$ cat src/sv/swhc_pkg.sv
`timescale 1ns / 1ps

package swhc_pkg;

    localparam int TS_W   = 31;
    localparam int CNT_W  = 32;

    localparam logic [CNT_W-1:0] CNT_MAX = {CNT_W{1'b1}};

    typedef logic [TS_W-1:0]  t_ts;
    typedef logic [CNT_W-1:0] t_cnt;

    // broadcast from the control to every bucket cell
    typedef struct packed {
        logic hit_we;
        t_ts  ts;
    } t_cell_ctl;

endpackage

$ cat src/sv/swhc_mod.sv
`timescale 1ns / 1ps

module swhc_mod #(
    parameter int WINDOW = 256
) (
    input  logic                      i_clk,
    input  logic                      i_rst_n,
    input  logic                      i_start,
    input  swhc_pkg::t_ts             i_value,
    output logic                      o_done,
    output logic [$clog2(WINDOW)-1:0] o_rem
);

    localparam int IW = $clog2(WINDOW);
    localparam int SH = swhc_pkg::TS_W + IW;
    localparam int PW = 2 * swhc_pkg::TS_W + 1;

    // reciprocal rounded up: the quotient is exact for every timestamp
    localparam logic [63:0] RECIP_L =
        ((64'd1 << SH) + 64'(WINDOW) - 64'd1) / 64'(WINDOW);
    localparam logic [swhc_pkg::TS_W:0] RECIP = RECIP_L[swhc_pkg::TS_W:0];
    localparam logic [IW-1:0]           W_LO  = IW'(WINDOW);

    logic          r_stage;
    logic          r_done;
    logic [IW-1:0] r_val;
    logic [IW-1:0] r_q;
    logic [IW-1:0] r_rem;

    logic [PW-1:0] prod;
    logic [IW-1:0] n_rem;

    // quotient by reciprocal multiply, remainder from its low bits
    always_comb begin
        prod  = PW'(i_value) * PW'(RECIP);
        n_rem = r_val - (r_q * W_LO);
    end

    always_ff @(posedge i_clk) begin
        if (!i_rst_n) begin
            r_stage <= 1'b0;
            r_done  <= 1'b0;
        end else begin
            r_stage <= i_start;
            r_done  <= r_stage;
        end
    end

    always_ff @(posedge i_clk) begin
        if (i_start) begin
            r_val <= i_value[IW-1:0];
            r_q   <= prod[SH+IW-1:SH];
        end
        if (r_stage) begin
            r_rem <= n_rem;
        end
    end

    assign o_done = r_done;
    assign o_rem  = r_rem;

endmodule

$ cat config.mk
export PLATFORM = sky130hd
export DESIGN_NAME = swhc_mod
export DESIGN_NICKNAME = d
export VERILOG_FILES = /design/src/sv/swhc_pkg.sv /design/src/sv/swhc_mod.sv
export SDC_FILE = /design/constraint.sdc
export NUM_CORES = 1
export LEC_CHECK = 0
export ABC_AREA = 1
export BUFFER_PORTS_ARGS = -buffer_cell sky130_fd_sc_hd__buf_2
export CORE_ASPECT_RATIO = 0.9
export CORE_MARGIN = 5
export CORE_UTILIZATION = 36
export CTS_CLUSTER_DIAMETER = 200
export DETAILED_ROUTE_END_ITERATION = 6
export HOLD_SLACK_MARGIN = 0.12
export PLACE_DENSITY_LB_ADDON = 0.08
export SLEW_MARGIN = 20
export SYNTH_ARGS = -nofsm -noshare
export SYNTH_HDL_FRONTEND = slang
export SYNTH_SLANG_ARGS = --single-unit
$ cat constraint.sdc
create_clock -name i_clk -period 1.06 [get_ports i_clk]
set_input_delay 0.318 -clock i_clk [delete_from_list [all_inputs] [get_ports i_clk]]
set_output_delay 0.318 -clock i_clk [all_outputs]
set_load 0.02 [all_outputs]
==> results.sh <==
export IMPL_initial_core_util_pct=37.4
export IMPL_final_util_pct=49.0
export IMPL_rsz0062_at_grt="true"
export IMPL_path_clk_slew_ps=90
export IMPL_synth_top_area_share_pct=89.7
export IMPL_gp_congestion=0.562
export IMPL_max_slew_margin_rel_pct=74.7
export IMPL_grt_pass1_wl_mm=1.10
export IMPL_drt_iter0_drc=7
export IMPL_clockBufferDepth=2
export IMPL_hold_slack_ps=206
export IMPL_final_cells=60
export IMPL_worstPathRequired_ps=740
export IMPL_numPortBuffers=19
export IMPL_synth_flop_cell="edfxtp_1"
export IMPL_grt_max_degree=11
export IMPL_vias_per_cell=4.35
export IMPL_fmax_ghz=0.865
export IMPL_die_area_um2=2360
export IMPL_rows=13
export IMPL_wl_per_cell_um=12.2
export IMPL_setup_tns_ps=-528
export IMPL_p_clk_share_pct=25.8
export IMPL_area_growth_pct=31.1
export IMPL_coreArea_um2=1430
export IMPL_dp_cells=56
export IMPL_crit_slowest_cell="edfxtp_1"
export IMPL_cp_num_cells=1
export IMPL_finalPower_mw=1.27
export IMPL_ys_top_cells_by_area="edfxtp_1 (90%), dfxtp_1 (7.5%), inv_1 (1.4%)"
export IMPL_setup_ws_ps=-96.0
export IMPL_async_flop_share_pct=0
export IMPL_postSynthCellCount=22
export IMPL_num_io_pins=43
export IMPL_diodes=0
export IMPL_startpoint_type="register"
export IMPL_power_density_nw_per_um2=1800
export IMPL_routed_wl_um=731
export IMPL_use_met2_pct=12.9
export IMPL_report_final_setup_viol=8
export IMPL_synth_seq_cells=18
export IMPL_root_buffer="clkbuf_4"
export IMPL_finalHoldViolCount=0
export IMPL_dp_hpwl_um=554
export IMPL_postCtsHoldBufs=0
export IMPL_reg2regPathDepth=0
export IMPL_synth_adder_area_share_pct=0
export IMPL_worst_path_buf_inv=1
export IMPL_syn_cell_area_um2=536
export IMPL_syn_avg_cell_area_um2=24.3
export IMPL_violations="setup timing"
export IMPL_synth_common_cells="edfxtp_1 (16), dfxtp_1 (2), inv_1 (2), nand2_1 (2)"
export IMPL_met1_usage_pct=5.17
export IMPL_synth_top_cell_by_area="edfxtp_1"
export IMPL_top_usage_layer="met2"
export IMPL_cts_tree="done"
export IMPL_p_comb_share_pct=7.1
export IMPL_cts_sinks=18
export IMPL_synth_xor_area_share_pct=0
export IMPL_yosysMostFrequentCell="edfxtp_1"
export IMPL_path_delay_family="flip-flops"
export IMPL_status="complete, but fails checks"
export IMPL_synth_top_family_by_area="buffers and inverters"
export IMPL_final_area_um2=702
export IMPL_met3_usage_pct=4.53
export IMPL_critPathMaxFanout=1
export IMPL_h_tree_depth=1
export IMPL_cp_end_kind="output port"
export IMPL_synth_nets=56
export IMPL_muxShareOfSynthArea_pct=0
export IMPL_first_global_vias=280
export IMPL_ant_nets=0
export IMPL_numCtsBuffers=3
export IMPL_post_cts_buffers=0
export IMPL_final_nets=80
export IMPL_num_vias=261
export IMPL_place_area_um2=649
export IMPL_drv_cap=0
export IMPL_final_layout_size_suffix_gt1_share_pct=51.1
export IMPL_dr_pass1_iters=3
export IMPL_fin_crit_sh_pct=109
export IMPL_synth_cell_types=4
export IMPL_drc=0
export IMPL_seq_power_share_pct=67.2
export IMPL_sw_frac_of_total_pct=19.7
export IMPL_path_class="register to output port"
export IMPL_ys_seq_area_share_pct=97.2
export IMPL_p_sw_mw=0.249
export IMPL_p_int_mw=1.02
export IMPL_tightest_slew_ps=379
export IMPL_slew_violations=0
export IMPL_yosys_area_share_simple_pct=1.40
export IMPL_die_x_um=50.7
export IMPL_ir_drop_uv=879
export IMPL_min_path_cells=1
export IMPL_dp_slack_ps=166
export IMPL_p_leak_nw=0.289
export IMPL_min_period_ps=1160
export IMPL_hold_class="input port to register"
export IMPL_clock_skew_ps=6.04
export IMPL_cts_resized_gates=3
export IMPL_cpPeakStageDelay_ps=410
export IMPL_antenna_found_initial=0
export IMPL_ys_warn_count=0
export IMPL_synth_compound_area_share_pct=0
export IMPL_arrival_ps=840
export IMPL_die_height_um=46.6
export IMPL_grtUsageTotal_pct=6.97
export IMPL_gr_total_overflow=0
export IMPL_clk_latency_ps=280
export IMPL_path_cells="buf_6"
export IMPL_synth_edff_count=16
-- power by group through the flow --
stage | logic [mW] | clock network, mW | registers, mW
4_1_cts | 0.0844 | 0.345 | 0.849
6_report | 0.0898 | 0.326 | 0.850
2_1_floorplan | 0.00228 | 0 | 0.893
3_3_place_gp | 0.0796 | 0 | 0.860
3_5_place_dp | 0.0804 | 0 | 0.865
5_1_grt | 0.0938 | 0.370 | 0.856
-- layout make-up --
class | count | area [um2]
repair buffers | 19 | 120
fillers | 134 | 729
well taps | 15 | 18.8
clock buffers | 4 | 26.3
inverters | 2 | 7.51
multi-input cells | 2 | 7.51
flip-flops and latches | 18 | 522
-- state kept, by name, summed over array words and instances (netlist names) --
register	cells
o_done	1
o_rem	8
r_stage	1
r_val	8
-- kinds of logic after synthesis --
group                  Yosys count
buffers and inverters            2
flip-flops                      18
AND/OR/NAND/NOR                  2
-- per-layer routing --
metal,vias to the layer above,share of wire [%]
met2,11,60
met5,-,0
met4,0,0
met3,0,11
met1,123,29
li1,127,-
-- cells in the final DEF, fill, tap and decap left out --
| master | count |
|---|---|
| clkbuf_1 | 1 |
| inv_1 | 2 |
| clkbuf_4 | 3 |
| edfxtp_1 | 16 |
| dfxtp_1 | 1 |
| buf_2 | 15 |
| nand2_1 | 2 |
| dfxtp_2 | 1 |
| buf_6 | 4 |
-- final timing paths --
check	from	to	slack [ps]
worst max register to register	r_stage$_SDFF_PN0_	o_rem[1]$_DFFE_PP_	170
worst max-delay path	o_rem[6]$_DFFE_PP_	o_rem[6]	-100
worst min register to register	r_val[3]$_DFFE_PP_	o_rem[3]$_DFFE_PP_	430
worst min-delay path	i_value[0]	r_val[0]$_DFFE_PP_	210
Note: power is estimated with default switching activity, not from simulation.
