**src/sv/swhc_pkg.sv**
```systemverilog
`timescale 1ns / 1ps

package swhc_pkg;

    localparam int TS_W   = 31;
    localparam int CNT_W  = 32;

    localparam logic [CNT_W-1:0] CNT_MAX = {CNT_W{1'b1}};

    typedef logic [TS_W-1:0]  t_ts;
    typedef logic [CNT_W-1:0] t_cnt;

    // broadcast from the control to every bucket cell
    typedef struct packed {
        logic hit_we;
        t_ts  ts;
    } t_cell_ctl;

endpackage

```
**src/sv/swhc_cell.sv**
```systemverilog
`timescale 1ns / 1ps

module swhc_cell #(
    parameter int WINDOW = 256
) (
    input  logic                i_clk,
    input  logic                i_rst_n,
    input  swhc_pkg::t_cell_ctl i_ctl,
    input  logic                i_sel,
    input  logic                i_vld,
    input  swhc_pkg::t_cnt      i_sum,
    output logic                o_vld,
    output swhc_pkg::t_cnt      o_sum
);

    localparam logic signed [swhc_pkg::TS_W:0] WIN_S = (swhc_pkg::TS_W+1)'(WINDOW);

    swhc_pkg::t_ts  r_time;
    swhc_pkg::t_cnt r_count;
    logic           r_vld;
    swhc_pkg::t_cnt r_sum;

    logic signed [swhc_pkg::TS_W:0] diff;
    logic                           in_win;
    logic [swhc_pkg::CNT_W:0]       wide_sum;
    swhc_pkg::t_cnt                 n_sum;

    always_comb begin
        diff     = $signed({1'b0, i_ctl.ts} - {1'b0, r_time});
        in_win   = diff < WIN_S;
        wide_sum = {1'b0, i_sum} + {1'b0, (in_win ? r_count : '0)};
        n_sum    = wide_sum[swhc_pkg::CNT_W] ? swhc_pkg::CNT_MAX
                                             : wide_sum[swhc_pkg::CNT_W-1:0];
    end

    // bucket store
    always_ff @(posedge i_clk) begin
        if (!i_rst_n) begin
            r_time  <= '0;
            r_count <= '0;
        end else if (i_ctl.hit_we && i_sel) begin
            if (r_time != i_ctl.ts) begin
                r_time  <= i_ctl.ts;
                r_count <= swhc_pkg::CNT_W'(1);
            end else if (r_count != swhc_pkg::CNT_MAX) begin
                r_count <= r_count + 1'b1;
            end
        end
    end

    // running sum handed to the next cell
    always_ff @(posedge i_clk) begin
        if (!i_rst_n) begin
            r_vld <= 1'b0;
        end else begin
            r_vld <= i_vld;
        end
    end

    always_ff @(posedge i_clk) begin
        if (i_vld) begin
            r_sum <= n_sum;
        end
    end

    assign o_vld = r_vld;
    assign o_sum = r_sum;

endmodule
```
**config.mk**
```make
export PLATFORM = sky130hd
export DESIGN_NAME = swhc_cell
export DESIGN_NICKNAME = d
export VERILOG_FILES = /design/src/sv/swhc_pkg.sv /design/src/sv/swhc_cell.sv
export SDC_FILE = /design/constraint.sdc
export NUM_CORES = 1
export LEC_CHECK = 0
export BUFFER_PORTS_ARGS = -buffer_cell sky130_fd_sc_hd__buf_2
export CELL_PAD_IN_SITES_DETAIL_PLACEMENT = 2
export CELL_PAD_IN_SITES_GLOBAL_PLACEMENT = 2
export CORE_MARGIN = 3
export CORE_UTILIZATION = 36
export CTS_BUF_LIST = sky130_fd_sc_hd__clkbuf_8
export CTS_CLUSTER_DIAMETER = 40
export CTS_CLUSTER_SIZE = 25
export DETAILED_ROUTE_END_ITERATION = 7
export GPL_ROUTABILITY_DRIVEN = 0
export PLACE_DENSITY_LB_ADDON = 0.1
export SKIP_CTS_REPAIR_TIMING = 1
export SYNTH_ARGS = -nofsm -noshare
export SYNTH_HDL_FRONTEND = slang
export SYNTH_SLANG_ARGS = --single-unit
```
**constraint.sdc**
```tcl
create_clock -name i_clk -period 7 [get_ports i_clk]
set_input_delay 0.7 -clock i_clk [delete_from_list [all_inputs] [get_ports i_clk]]
set_output_delay 0.7 -clock i_clk [all_outputs]
set_load 0.005 [all_outputs]
```
==> results of run 1 <==
## critical path: cells and delay by family
kind	cells	cell delay, ns
AO/OA/AOI/OAI	13	3.18
AND/OR/NAND/NOR	4	1.13
adder cells (fa/ha/maj)	3	0.86
buffers and inverters	4	0.67
XOR/XNOR	1	0.13
## worst paths after layout
kind,endpoint,slack [ns],cells after the start
setup / recovery,o_sum[8],0.53,25
hold / removal,r_time[20],0.47,2
setup reg to reg,o_sum[8],0.57,25
hold reg to reg,r_time[20],0.47,2
## per-layer routing
metal	track usage (%)	vias to the layer above	wire [um]
met4	4.46	0	267
met3	1.69	20	592
met1	27.1	3627	11200
li1	-	3636	-
met2	38.2	101	12600
met5	0	-	0
## logic make-up (layout without fill, tap and decap cells)
| group | after synthesis | in the layout |
|---|---|---|
| compound gates | 260 | 260 |
| xor+xnor | 57 | 57 |
| fa+ha+maj | 65 | 65 |
| buf+inv | 111 | 210 |
| flops | 96 | 96 |
| mux | 4 | 4 |
| simple gates | 356 | 356 |
## registers in the layout, summed over array words and instances, names as in the netlist
signal / flops
r_time: 31
o_sum: 32
o_vld: 1
r_count: 32
## final cells by class
type / count / area (um2)
clock buffers: 10 / 138
clock inverters: 6 / 42.5
fillers: 2502 / 12300
inverters: 73 / 274
multi-input cells: 742 / 5170
flip-flops and latches: 96 / 2240
well taps: 275 / 344
repair buffers: 121 / 696
## stage by stage
step	worst slack [ns]	util, %
final	0.534	42.0
after global routing	0.113	42.0
after CTS	0.485	42.0
after detailed placement	0.0902	41.1
after global placement	0.249	41.1
after floorplan	0.795	-
## where the power goes
| group | switching (mW) | total [mW] | internal (mW) |
|---|---|---|---|
| Clock | 0.239 | 0.381 | 0.141 |
| Sequential | 0.00686 | 0.603 | 0.596 |
| Combinational | 0.217 | 0.347 | 0.130 |
## cells in the final DEF, fill, tap and decap left out, drive strengths merged, types with 5 or more instances in the layout
cell | synthesis | routed
nand2 | 145 | 145
buf | 17 | 121
inv | 73 | 75
ha | 64 | 64
dfxtp | 64 | 64
nor2 | 58 | 58
a21oi | 52 | 52
nand3 | 50 | 50
o21ai | 41 | 41
xnor2 | 38 | 38
a21boi | 33 | 33
edfxtp | 32 | 32
o32ai | 32 | 32
a21o | 22 | 22
xor2 | 19 | 19
nor3 | 18 | 18
nand4 | 17 | 17
a211oi | 14 | 14
or3 | 11 | 11
nor4 | 11 | 11
clkbuf | 21 | 10
o21a | 9 | 9
and2 | 8 | 8
nor2b | 8 | 8
a31oi | 8 | 8
or4 | 8 | 8
a2111oi | 7 | 7
and4 | 6 | 6
o21bai | 6 | 6
and3 | 5 | 5
==> run summary, run 1 <==
• **vias in the first global route** 7808
• **required time reported for the critical path endpoint** 7.24 ns
• **share of cells above drive strength 1** 18.6%
• **Slowest cell on crit path** sky130_fd_sc_hd__or4_2
• **compound-gate portion of the synthesized area** 26.8%
• **part of the Yosys area used for sequential elements** 28.5%
• **setup repair after global routing missed its margin** false
• **source-to-sink clock delay at the later pin of the worst-skew pair** 0.39 ns
• **Clock Skews** 0.0155 ns
• **beginning of the critical path** i_ctl[4]
• **share of Yosys cell area claimed by the top area cell type** 16.3%
• **via-per-instance ratio** 5.58
• **area of the die** 0.0236 mm2
• **Max transition margin** 22.8%
• **Yosys cell types** 73
• **Hold Violations, Final** 0
• **clock tree buffer depth** 2
• **CTS tree** yes
• **Worst Hold Margin** 0.470 ns
• **overall via count from detail_route** 7384
• **Die W** 154 um
• **initial antenna violation count** 0
• **first-iteration detailed-routing DRC count** 184
• **share of synthesized cell area in full adder, half adder and majority cells** 10.4%
• **number of top-level design ports** 101
• **Post-Layout Cell Count** 1323
• **Placed Cells incl. Taps** 1307
• **count of buffers inserted at the top-level ports** 100
• **standard-cell row count** 53
• **top cell types by occurrence after synthesis** sky130_fd_sc_hd__nand2_1, sky130_fd_sc_hd__inv_1, sky130_fd_sc_hd__dfxtp_1, sky130_fd_sc_hd__ha_1, sky130_fd_sc_hd__nor2_1
• **final antenna-violating net count** 0
• **cell repeated most along the worst path** sky130_fd_sc_hd__o21ai_0
• **Post-Synthesis Cells** 949
• **Detailed Route WL** 24.6 mm
• **ys flop type** sky130_fd_sc_hd__dfxtp_1
• **pin count of the biggest net entering global routing** 36
• **proportion of synthesized area in mux cells** 0.510%
• **total overflow reported by the global router** 0
• **cell taking the most area after synthesis** sky130_fd_sc_hd__dfxtp_1
• **area of the mapped netlist** 0.00786 mm2
• **critical path's largest stage delay** 0.76 ns
• **average instance area after synthesis** 8.28 um2
• **PwrDens** 149 mW/mm2
• **number of flops mapped to enable cells by yosys** 32
• **worst-path fanout max** 30
• **Arrival @ worst endpoint** 6.70 ns
• **simple-gate portion of the synthesized area** 21.5%
• **clock net sink count** 96
• **startpoint of the most critical register-to-register path** r_time[4]
• **relative area change from synthesis to final layout** 13.4%
• **number of clock buffers inserted by TritonCTS** 9
• **Setup TNS** 0 ns
• **DRC** 0
• **crit end category** flip-flop
• **reported leakage power** 3.37 nW
• **effective utilization at floorplan** 37.0%
• **Mapped Nets** 1082
• **CTS H-tree depth** 3
• **top cells by area in the synthesized netlist** sky130_fd_sc_hd__dfxtp_1, sky130_fd_sc_hd__edfxtp_1, sky130_fd_sc_hd__ha_1
• **placeable core area** 0.0212 mm2
• **slew at the pin closest to its max-slew limit** 1.15 ns
• **GRT Overall Usage** 21.0%
• **Final Power** 1.33 mW
• **proportion of synthesized flip-flops having asynchronous set or reset** 0%
• **final antenna diode count** 0
• **cell area after layout** 0.00891 mm2
• **Final period util** 92.4%
• **most frequent cell after synthesis** sky130_fd_sc_hd__nand2_1
• **nature of the critical path startpoint** primary input
• **mean routed wirelength per cell** 18.6 um
• **Crit Path Class** in -> reg
• **clock period minus worst slack** 6.47 ns
• **estimated wirelength of the detail-placed design** 19.2 mm
• **Hold Crit Start** r_time[20]
• **min-delay worst type** reg -> reg
• **count of warnings emitted by yosys** 0
• **number of nets at the end of the flow** 1176
• **MaxCap Viol Count** 0
• **post-synthesis register bit count** 96
• **upper clock frequency limit** 155 MHz
• **DIE HEIGHT** 154 um
• **largest family of logic cells by synthesized area** compound AO/OA/AOI/OAI gates
• **CTS root buffer** sky130_fd_sc_hd__clkbuf_8
• **total iterations of the first detailed-routing run** 5
• **outcome** finished clean
• **Max rail drop VDD** 0.0726 mV
• **final setup violation count** 0
• **max-slew violations** 0
• **wire length of the first global-routing pass** 41.3 mm
• **post-placement cell area** 0.00873 mm2
• **XOR/XNOR Fraction of Synth Area** 6.35%
• **clock-pin transition on the worst setup and hold timing paths** 0.11 ns
Power figures use the tool's default switching activity.
==> run 2: changes to the inputs <==
GPL_TIMING_DRIVEN = 0   (was unset)
==> run 2 against run 1 <==
  * Count of clock-buffer cells in the layout is 1 lower
  * Sequential share of layout area barely moved
  * Die area unchanged
  * Clock skew shrank 0.0035 ns
  * Worst setup slack lost 0.12 ns
  * First-iteration DRC count rose by 14%
  * Sequential cell count did not move
  * Final cell count rose by 1.2%
  * Routed wire length grew 0.64%
  * Register-to-register slack lost 0.11 ns
  * Power down 1.9%
  * Sequential power barely moved
==> run summary, run 2 (same netlist as run 1, synthesis figures left out) <==
• **outcome** finished clean
• **via-per-instance ratio** 5.51, -1.3%
• **delay-heaviest family, CP** compound AO/OA/AOI/OAI gates
• **reported leakage power** 3.36 nW, -0.30%
• **CTS root buffer** sky130_fd_sc_hd__clkbuf_8
• **initial antenna violation count** 0, unchanged
• **source-to-sink clock delay at the later pin of the worst-skew pair** 0.39 ns, about the same
• **Hold Violations, Final** 0, unchanged
• **first-iteration detailed-routing DRC count** 209, +14%
• **critical path's largest stage delay** 0.54 ns, -0.22 ns
• **count of buffers inserted at the top-level ports** 100, unchanged
• **Max rail drop VDD** 0.0701 mV, -3.4%
• **cell area after layout** 0.00892 mm2, +0.17%
• **final antenna diode count** 0, unchanged
• **area of the die** 0.0236 mm2, unchanged
• **Final Power** 1.31 mW, -1.9%
• **Max transition margin** 26.8%, +3.9 points
• **pre-CTS setup slack** -1.03 ns, -1.12 ns
• **DIE HEIGHT** 154 um, unchanged
• **Die W** 154 um, unchanged
• **highest-count cells in the layout ignoring fill and taps** sky130_fd_sc_hd__nand2_1, sky130_fd_sc_hd__buf_2, sky130_fd_sc_hd__inv_1
• **wire length of the first global-routing pass** 40.8 mm, -1.3%
• **standard-cell row count** 53, unchanged
• **final setup violation count** 0, unchanged
• **Clock Skews** 0.0120 ns, -0.00354 ns
• **nature of the critical path startpoint** primary input
• **overall via count from detail_route** 7376, -0.11%
• **max-slew violations** 0, unchanged
• **Arrival @ worst endpoint** 6.73 ns, +0.03 ns
• **mean routed wirelength per cell** 18.5 um, -0.56%
• **CTS tree** yes
• **Slowest cell on crit path** sky130_fd_sc_hd__or4_1
• **Worst Hold Margin** 0.472 ns, +0.00180 ns
• **number of clock buffers inserted by TritonCTS** 9, unchanged
• **crit end category** flip-flop
• **Detailed Route WL** 24.8 mm, +0.64%
• **post-placement cell area** 0.00870 mm2, -0.32%
• **CTS H-tree depth** 3, unchanged
• **estimated wirelength of the detail-placed design** 20.0 mm, +3.9%
• **clock period minus worst slack** 6.58 ns, +0.116 ns
• **effective utilization at floorplan** 37.0%, unchanged
• **MaxCap Viol Count** 0, unchanged
• **DRC** 0, unchanged
• **upper clock frequency limit** 152 MHz, -1.8%
• **final antenna-violating net count** 0, unchanged
• **crit path buf inv count** 4, unchanged
• **clock net sink count** 96, unchanged
• **required time reported for the critical path endpoint** 7.14 ns, -0.10 ns
• **relative area change from synthesis to final layout** 13.6%
• **vias in the first global route** 7880, +0.92%
• **clock-pin transition on the worst setup and hold timing paths** 0.10 ns, about the same
• **leading cell type in the layout, fill and taps excluded** sky130_fd_sc_hd__nand2_1
• **placeable core area** 0.0212 mm2, unchanged
• **clock tree buffer depth** 2, unchanged
• **number of fill cells** 2515, +0.52%
• **Crit Path Class** in -> reg
• **number of nets at the end of the flow** 1192, +1.4%
• **share of cells above drive strength 1** 17.9%, -0.75 points
• **Setup TNS** 0 ns, unchanged
• **smallest setup slack after layout** 0.418 ns, -0.116 ns
• **Final period util** 94.0%, +1.7 points
• **total iterations of the first detailed-routing run** 4, -1
• **PwrDens** 146 mW/mm2, -2.1%
• **slew at the pin closest to its max-slew limit** 1.09 ns, -0.0663 ns
• **pin count of the biggest net entering global routing** 34, -5.6%
• **worst-path fanout max** 10, -67%
• **setup repair after global routing missed its margin** false
• **min-delay worst type** reg -> reg
• **total overflow reported by the global router** 0, unchanged
• **number of top-level design ports** 101, unchanged
• **GRT Overall Usage** 20.8%, -0.15 points
• **chain of cells forming the critical path** buf_2 -> ha_1 -> nand3_1 -> o21bai_1 -> a2111o_1 -> and2_1 -> a31o_2 -> xnor2_1 -> a211o_1 -> or4_1 -> buf_2 -> o32ai_1 -> ha_1 -> a211oi_1 -> o21ai_0 -> o2111a_1 -> nor3_4 -> a21oi_1 -> o22ai_1 -> o21ai_0 -> a21oi_2 -> clkbuf_4 -> buf_4 -> nand2_1
==> run 2: cell types whose count changed in the layout (fill, tap and decap cells not counted), moves of 2 or more <==
cell	previous run	this run
sky130_fd_sc_hd__buf_1	0	3
sky130_fd_sc_hd__buf_4	18	4
sky130_fd_sc_hd__buf_12	3	0
sky130_fd_sc_hd__clkbuf_1	0	17
sky130_fd_sc_hd__a2111oi_0	6	4
sky130_fd_sc_hd__buf_6	0	3
sky130_fd_sc_hd__or4_1	5	7
sky130_fd_sc_hd__or4_2	2	0
sky130_fd_sc_hd__clkbuf_2	0	2
sky130_fd_sc_hd__buf_2	100	107
==> run 2: worst register-to-register path, cell delays in order, from the launching register on <==
cell	delay (ns)
sky130_fd_sc_hd__dfxtp_1	0.34
sky130_fd_sc_hd__inv_1	0.04
sky130_fd_sc_hd__ha_1	0.31
sky130_fd_sc_hd__nand3_1	0.14
sky130_fd_sc_hd__o21bai_1	0.23
sky130_fd_sc_hd__a2111o_1	0.46
sky130_fd_sc_hd__and2_1	0.21
sky130_fd_sc_hd__a31o_2	0.27
sky130_fd_sc_hd__xnor2_1	0.16
sky130_fd_sc_hd__a211o_1	0.23
sky130_fd_sc_hd__or4_1	0.54
sky130_fd_sc_hd__buf_2	0.19
sky130_fd_sc_hd__o32ai_1	0.40
sky130_fd_sc_hd__ha_1	0.37
sky130_fd_sc_hd__a211oi_1	0.23
sky130_fd_sc_hd__o21ai_0	0.24
sky130_fd_sc_hd__o2111a_1	0.35
sky130_fd_sc_hd__nor3_4	0.32
sky130_fd_sc_hd__a21oi_1	0.16
sky130_fd_sc_hd__o22ai_1	0.25
sky130_fd_sc_hd__o21ai_0	0.16
sky130_fd_sc_hd__a21oi_2	0.19
sky130_fd_sc_hd__clkbuf_4	0.24
sky130_fd_sc_hd__buf_4	0.19
sky130_fd_sc_hd__nand2_1	0.06
==> run 2: stage by stage <==
step	cells	util [%]
2_1_floorplan	949	-
3_3_place_gp	1324	41.0
3_5_place_dp	1324	41.0
4_1_cts	1340	41.8
5_1_grt	1339	42.1
6_report	1339	42.1
==> run 2: final timing paths <==
path	endpoint	cells past startpoint	from	slack, ns
max reg2reg	o_sum[13]	24	r_time[4]	0.46
min	r_time[12]	2	r_time[12]	0.47
min reg2reg	r_time[12]	2	r_time[12]	0.47
max	o_sum[13]	24	i_ctl[4]	0.42
==> run 2: area by class of cell <==
type	instances	area (um2)	share of cell area (%)
well taps	275	344	3.86
clock inverters	7	46.3	0.519
flip-flops and latches	96	2240	25.1
repair buffers	101	508	5.69
multi-input cells	742	5200	58.3
plain buffers	36	184	2.06
inverters	73	274	3.07
clock buffers	9	124	1.39
==> run 2: layer usage <==
| layer | global-route usage, % | wire [um] | vias up |
|---|---|---|---|
| li1 | - | - | 3671 |
| met1 | 25.3 | 10900 | 3593 |
| met2 | 39.8 | 13000 | 98 |
| met3 | 1.89 | 585 | 14 |
| met4 | 4.33 | 230 | 0 |
| met5 | 0 | 0 | - |
==> run 2: power breakdown <==
group          switching, mW  internal [mW]  leakage, nW
Combinational          0.219          0.123         2.43
Sequential           0.00671          0.596        0.833
Clock                  0.230          0.131       0.0955
==> run 3: changes to the inputs <==
ABC_AREA = 1   (was unset)
CORE_UTILIZATION = 33   (was 36)
==> run 3 against run 2 <==
  * Global-route usage up 2.3 points
  * Sequential share of layout area down 2.2 points
  * Combinational power up 21%
  * Highest routed layer unchanged
==> run summary, run 3 <==
• **outcome** finished clean
• **share of Yosys cell area claimed by the top area cell type** 16.2%, -0.12 points
• **crit end category** flip-flop
• **Final period util** 80.6%, -13 points
• **final setup violation count** 0, unchanged
• **count of warnings emitted by yosys** 0, unchanged
• **CTS H-tree depth** 3, unchanged
• **clock net sink count** 96, unchanged
• **standard-cell row count** 58, +9.4%
• **Cell Int Power** 0.911 mW, +7.3%
• **final antenna-violating net count** 0, unchanged
• **clock-pin transition on the worst setup and hold timing paths** 0.11 ns, about the same
• **leading cell type in the layout, fill and taps excluded** sky130_fd_sc_hd__nand2_1
• **pin count of the biggest net entering global routing** 34, unchanged
• **top cell types by occurrence after synthesis** sky130_fd_sc_hd__nand2_1, sky130_fd_sc_hd__inv_1, sky130_fd_sc_hd__a21oi_1
• **vias in the first global route** 9757, +24%
• **MaxCap Viol Count** 0, unchanged
• **CTS root buffer** sky130_fd_sc_hd__clkbuf_8
• **Final Power** 1.43 mW, +9.5%
• **estimated wirelength of the detail-placed design** 27.8 mm, +39%
• **Mapped Nets** 1513, +40%
• **Detailed Route WL** 32.5 mm, +31%
• **effective utilization at floorplan** 34.0%, -3.1 points
• **Arrival @ worst endpoint** 5.78 ns, -0.95 ns
• **total area of multi-input combinational cells** 0.00527 mm2, +1.3%
• **number of nets at the end of the flow** 1624, +36%
• **max-slew violations** 0, unchanged
• **highest-count cells in the layout ignoring fill and taps** sky130_fd_sc_hd__nand2_1, sky130_fd_sc_hd__inv_1, sky130_fd_sc_hd__a21oi_1
• **relative area change from synthesis to final layout** 12.9%
• **GRT Overall Usage** 23.2%, +2.3 points
• **Clock Skews** 0.0222 ns, +0.0102 ns
• **worst-path fanout max** 10, unchanged
• **average instance area after synthesis** 6.27 um2, -24%
• **post-synthesis register bit count** 96, unchanged
• **first-iteration detailed-routing DRC count** 457, +120%
• **Max rail drop VDD** 0.0637 mV, -9.2%
• **proportion of synthesized flip-flops having asynchronous set or reset** 0%, unchanged
• **reported leakage power** 4.76 nW, +42%
• **Setup TNS** 0 ns, unchanged
• **number of flops mapped to enable cells by yosys** 32, unchanged
• **top cells by area in the synthesized netlist** sky130_fd_sc_hd__nand2_1, sky130_fd_sc_hd__dfxtp_1, sky130_fd_sc_hd__inv_1
• **share of cells above drive strength 1** 11.5%, -6.4 points
• **clock tree buffer depth** 2, unchanged
• **number of top-level design ports** 101, unchanged
• **Placed Cells incl. Taps** 1810, +37%
• **setup repair after global routing missed its margin** false
• **area of the die** 0.0282 mm2, +19%
• **Switching Share** 36.3%, +1.3 points
• **Post-Layout Cell Count** 1826, +36%
• **area of the mapped netlist** 0.00865 mm2, +10%
• **ys flop type** sky130_fd_sc_hd__dfxtp_1
• **Crit Path Class** in -> reg
• **number of clock buffers inserted by TritonCTS** 9, unchanged
• **clock period minus worst slack** 5.64 ns, -0.939 ns
• **final antenna diode count** 0, unchanged
• **switching pwr** 0.519 mW, +14%
• **overall via count from detail_route** 9210, +25%
• **number of fill cells** 3283, +31%
• **DIE HEIGHT** 168 um, +9.2%
• **total overflow reported by the global router** 0, unchanged
• **CTS tree** yes
• **upper clock frequency limit** 177 MHz, +17%
• **nature of the critical path startpoint** primary input
• **slew at the pin closest to its max-slew limit** 0.828 ns, -0.260 ns
• **Yosys cell types** 44, -40%
• **Clk network pwr share** 28.7%, +1.0 points
• **total iterations of the first detailed-routing run** 5, +1
• **initial antenna violation count** 0, unchanged
• **min-delay worst type** reg -> reg
• **count of buffers inserted at the top-level ports** 100, unchanged
• **DRC** 0, unchanged
• **via-per-instance ratio** 5.04, -8.4%
• **PwrDens** 146 mW/mm2, about the same
• **source-to-sink clock delay at the later pin of the worst-skew pair** 0.40 ns, about the same
• **Sequential Power Share** 42.4%, -3.8 points
• **Die W** 168 um, +9.2%
• **register area** 0.00224 mm2, unchanged
• **placeable core area** 0.0255 mm2, +20%
• **Logic pwr share** 28.9%, +2.7 points
• **most frequent cell after synthesis** sky130_fd_sc_hd__nand2_1
• **required time reported for the critical path endpoint** 7.14 ns, about the same
• **wire length of the first global-routing pass** 52.7 mm, +29%
• **Hold Violations, Final** 0, unchanged
• **cell taking the most area after synthesis** sky130_fd_sc_hd__nand2_1
• **Max transition margin** 44.8%, +18 points
• **part of the Yosys area used for sequential elements** 25.9%, -2.6 points
• **Post-Synthesis Cells** 1380, +45%
• **mean routed wirelength per cell** 17.8 um, -3.6%
## run 3: critical path: stages
cell and delay [ns]:
sky130_fd_sc_hd__buf_2 0.11, sky130_fd_sc_hd__ha_1 0.43, sky130_fd_sc_hd__nand2_1 0.18, sky130_fd_sc_hd__nor2_1 0.27, sky130_fd_sc_hd__nand2_2 0.15, sky130_fd_sc_hd__nor4_2 0.17
sky130_fd_sc_hd__nand2_1 0.11, sky130_fd_sc_hd__nand2_1 0.07, sky130_fd_sc_hd__nand2_1 0.06, sky130_fd_sc_hd__nand2_1 0.21, sky130_fd_sc_hd__buf_1 0.38, sky130_fd_sc_hd__a21oi_2 0.12
sky130_fd_sc_hd__ha_1 0.25, sky130_fd_sc_hd__fa_1 0.42, sky130_fd_sc_hd__nand3_1 0.10, sky130_fd_sc_hd__nand3_1 0.11, sky130_fd_sc_hd__a21oi_1 0.31, sky130_fd_sc_hd__o21ai_1 0.18
sky130_fd_sc_hd__nand3_1 0.12, sky130_fd_sc_hd__o2111ai_1 0.20, sky130_fd_sc_hd__a31oi_1 0.56, sky130_fd_sc_hd__buf_2 0.38, sky130_fd_sc_hd__nand3_1 0.17
## run 3: worst paths after layout
path                                 start    endpoint  slack, ns  depth (start not counted)
worst max register to register  r_time[21]   o_sum[19]       1.38                         23
worst min register to register  r_time[13]  r_time[13]       0.47                          2
worst min-delay path            r_time[13]  r_time[13]       0.47                          2
worst max-delay path             i_ctl[21]   o_sum[19]       1.36                         23
## run 3: kinds of logic (layout without fill, tap and decap cells)
family	after synthesis	in the layout	synth area share (%)
compound gates	243	243	15.5
xor+xnor	32	32	3.24
fa+ha+maj	65	65	9.49
buf+inv	289	405	13.2
flops	96	96	25.9
simple gates	655	655	32.6
## run 3: layout make-up
class                           count  area share [%]
Buffer                             25            1.54
Clock buffer                       10            1.41
Clock inverter                      6           0.679
Inverter                          264            10.1
Multi-Input combinational cell    995            53.9
Sequential cell                    96            23.0
Tap cell                          330            4.23
Timing Repair Buffer              100            5.12
## run 3: stage by stage
stage	hold WS, ns	area, um2	util [%]	setup WS [ns]
5_1_grt	0.501	9770	38.3	0.768
2_1_floorplan	0.433	8650	-	2.63
3_5_place_dp	0.454	9560	37.5	0.893
4_1_cts	0.469	9770	38.3	1.32
6_report	0.468	9770	38.3	1.36
3_3_place_gp	0.445	9560	37.5	1.07
## run 3: power groups by stage
| stage | clock, mW | combinational [mW] | sequential [mW] |
|---|---|---|---|
| 6_report | 0.410 | 0.413 | 0.606 |
| 5_1_grt | 0.443 | 0.476 | 0.609 |
| 4_1_cts | 0.423 | 0.417 | 0.607 |
| 3_5_place_dp | 0 | 0.414 | 0.619 |
| 3_3_place_gp | 0 | 0.396 | 0.618 |
| 2_1_floorplan | 0 | 0.266 | 0.620 |
## run 3: layer usage
layer	global-route usage, %	share of wire, %	up-vias
met2	36.7	44	138
met4	4.87	1.2	0
met3	2.07	3.2	23
met1	34.4	52	4412
met5	0	0	-
li1	-	-	4637
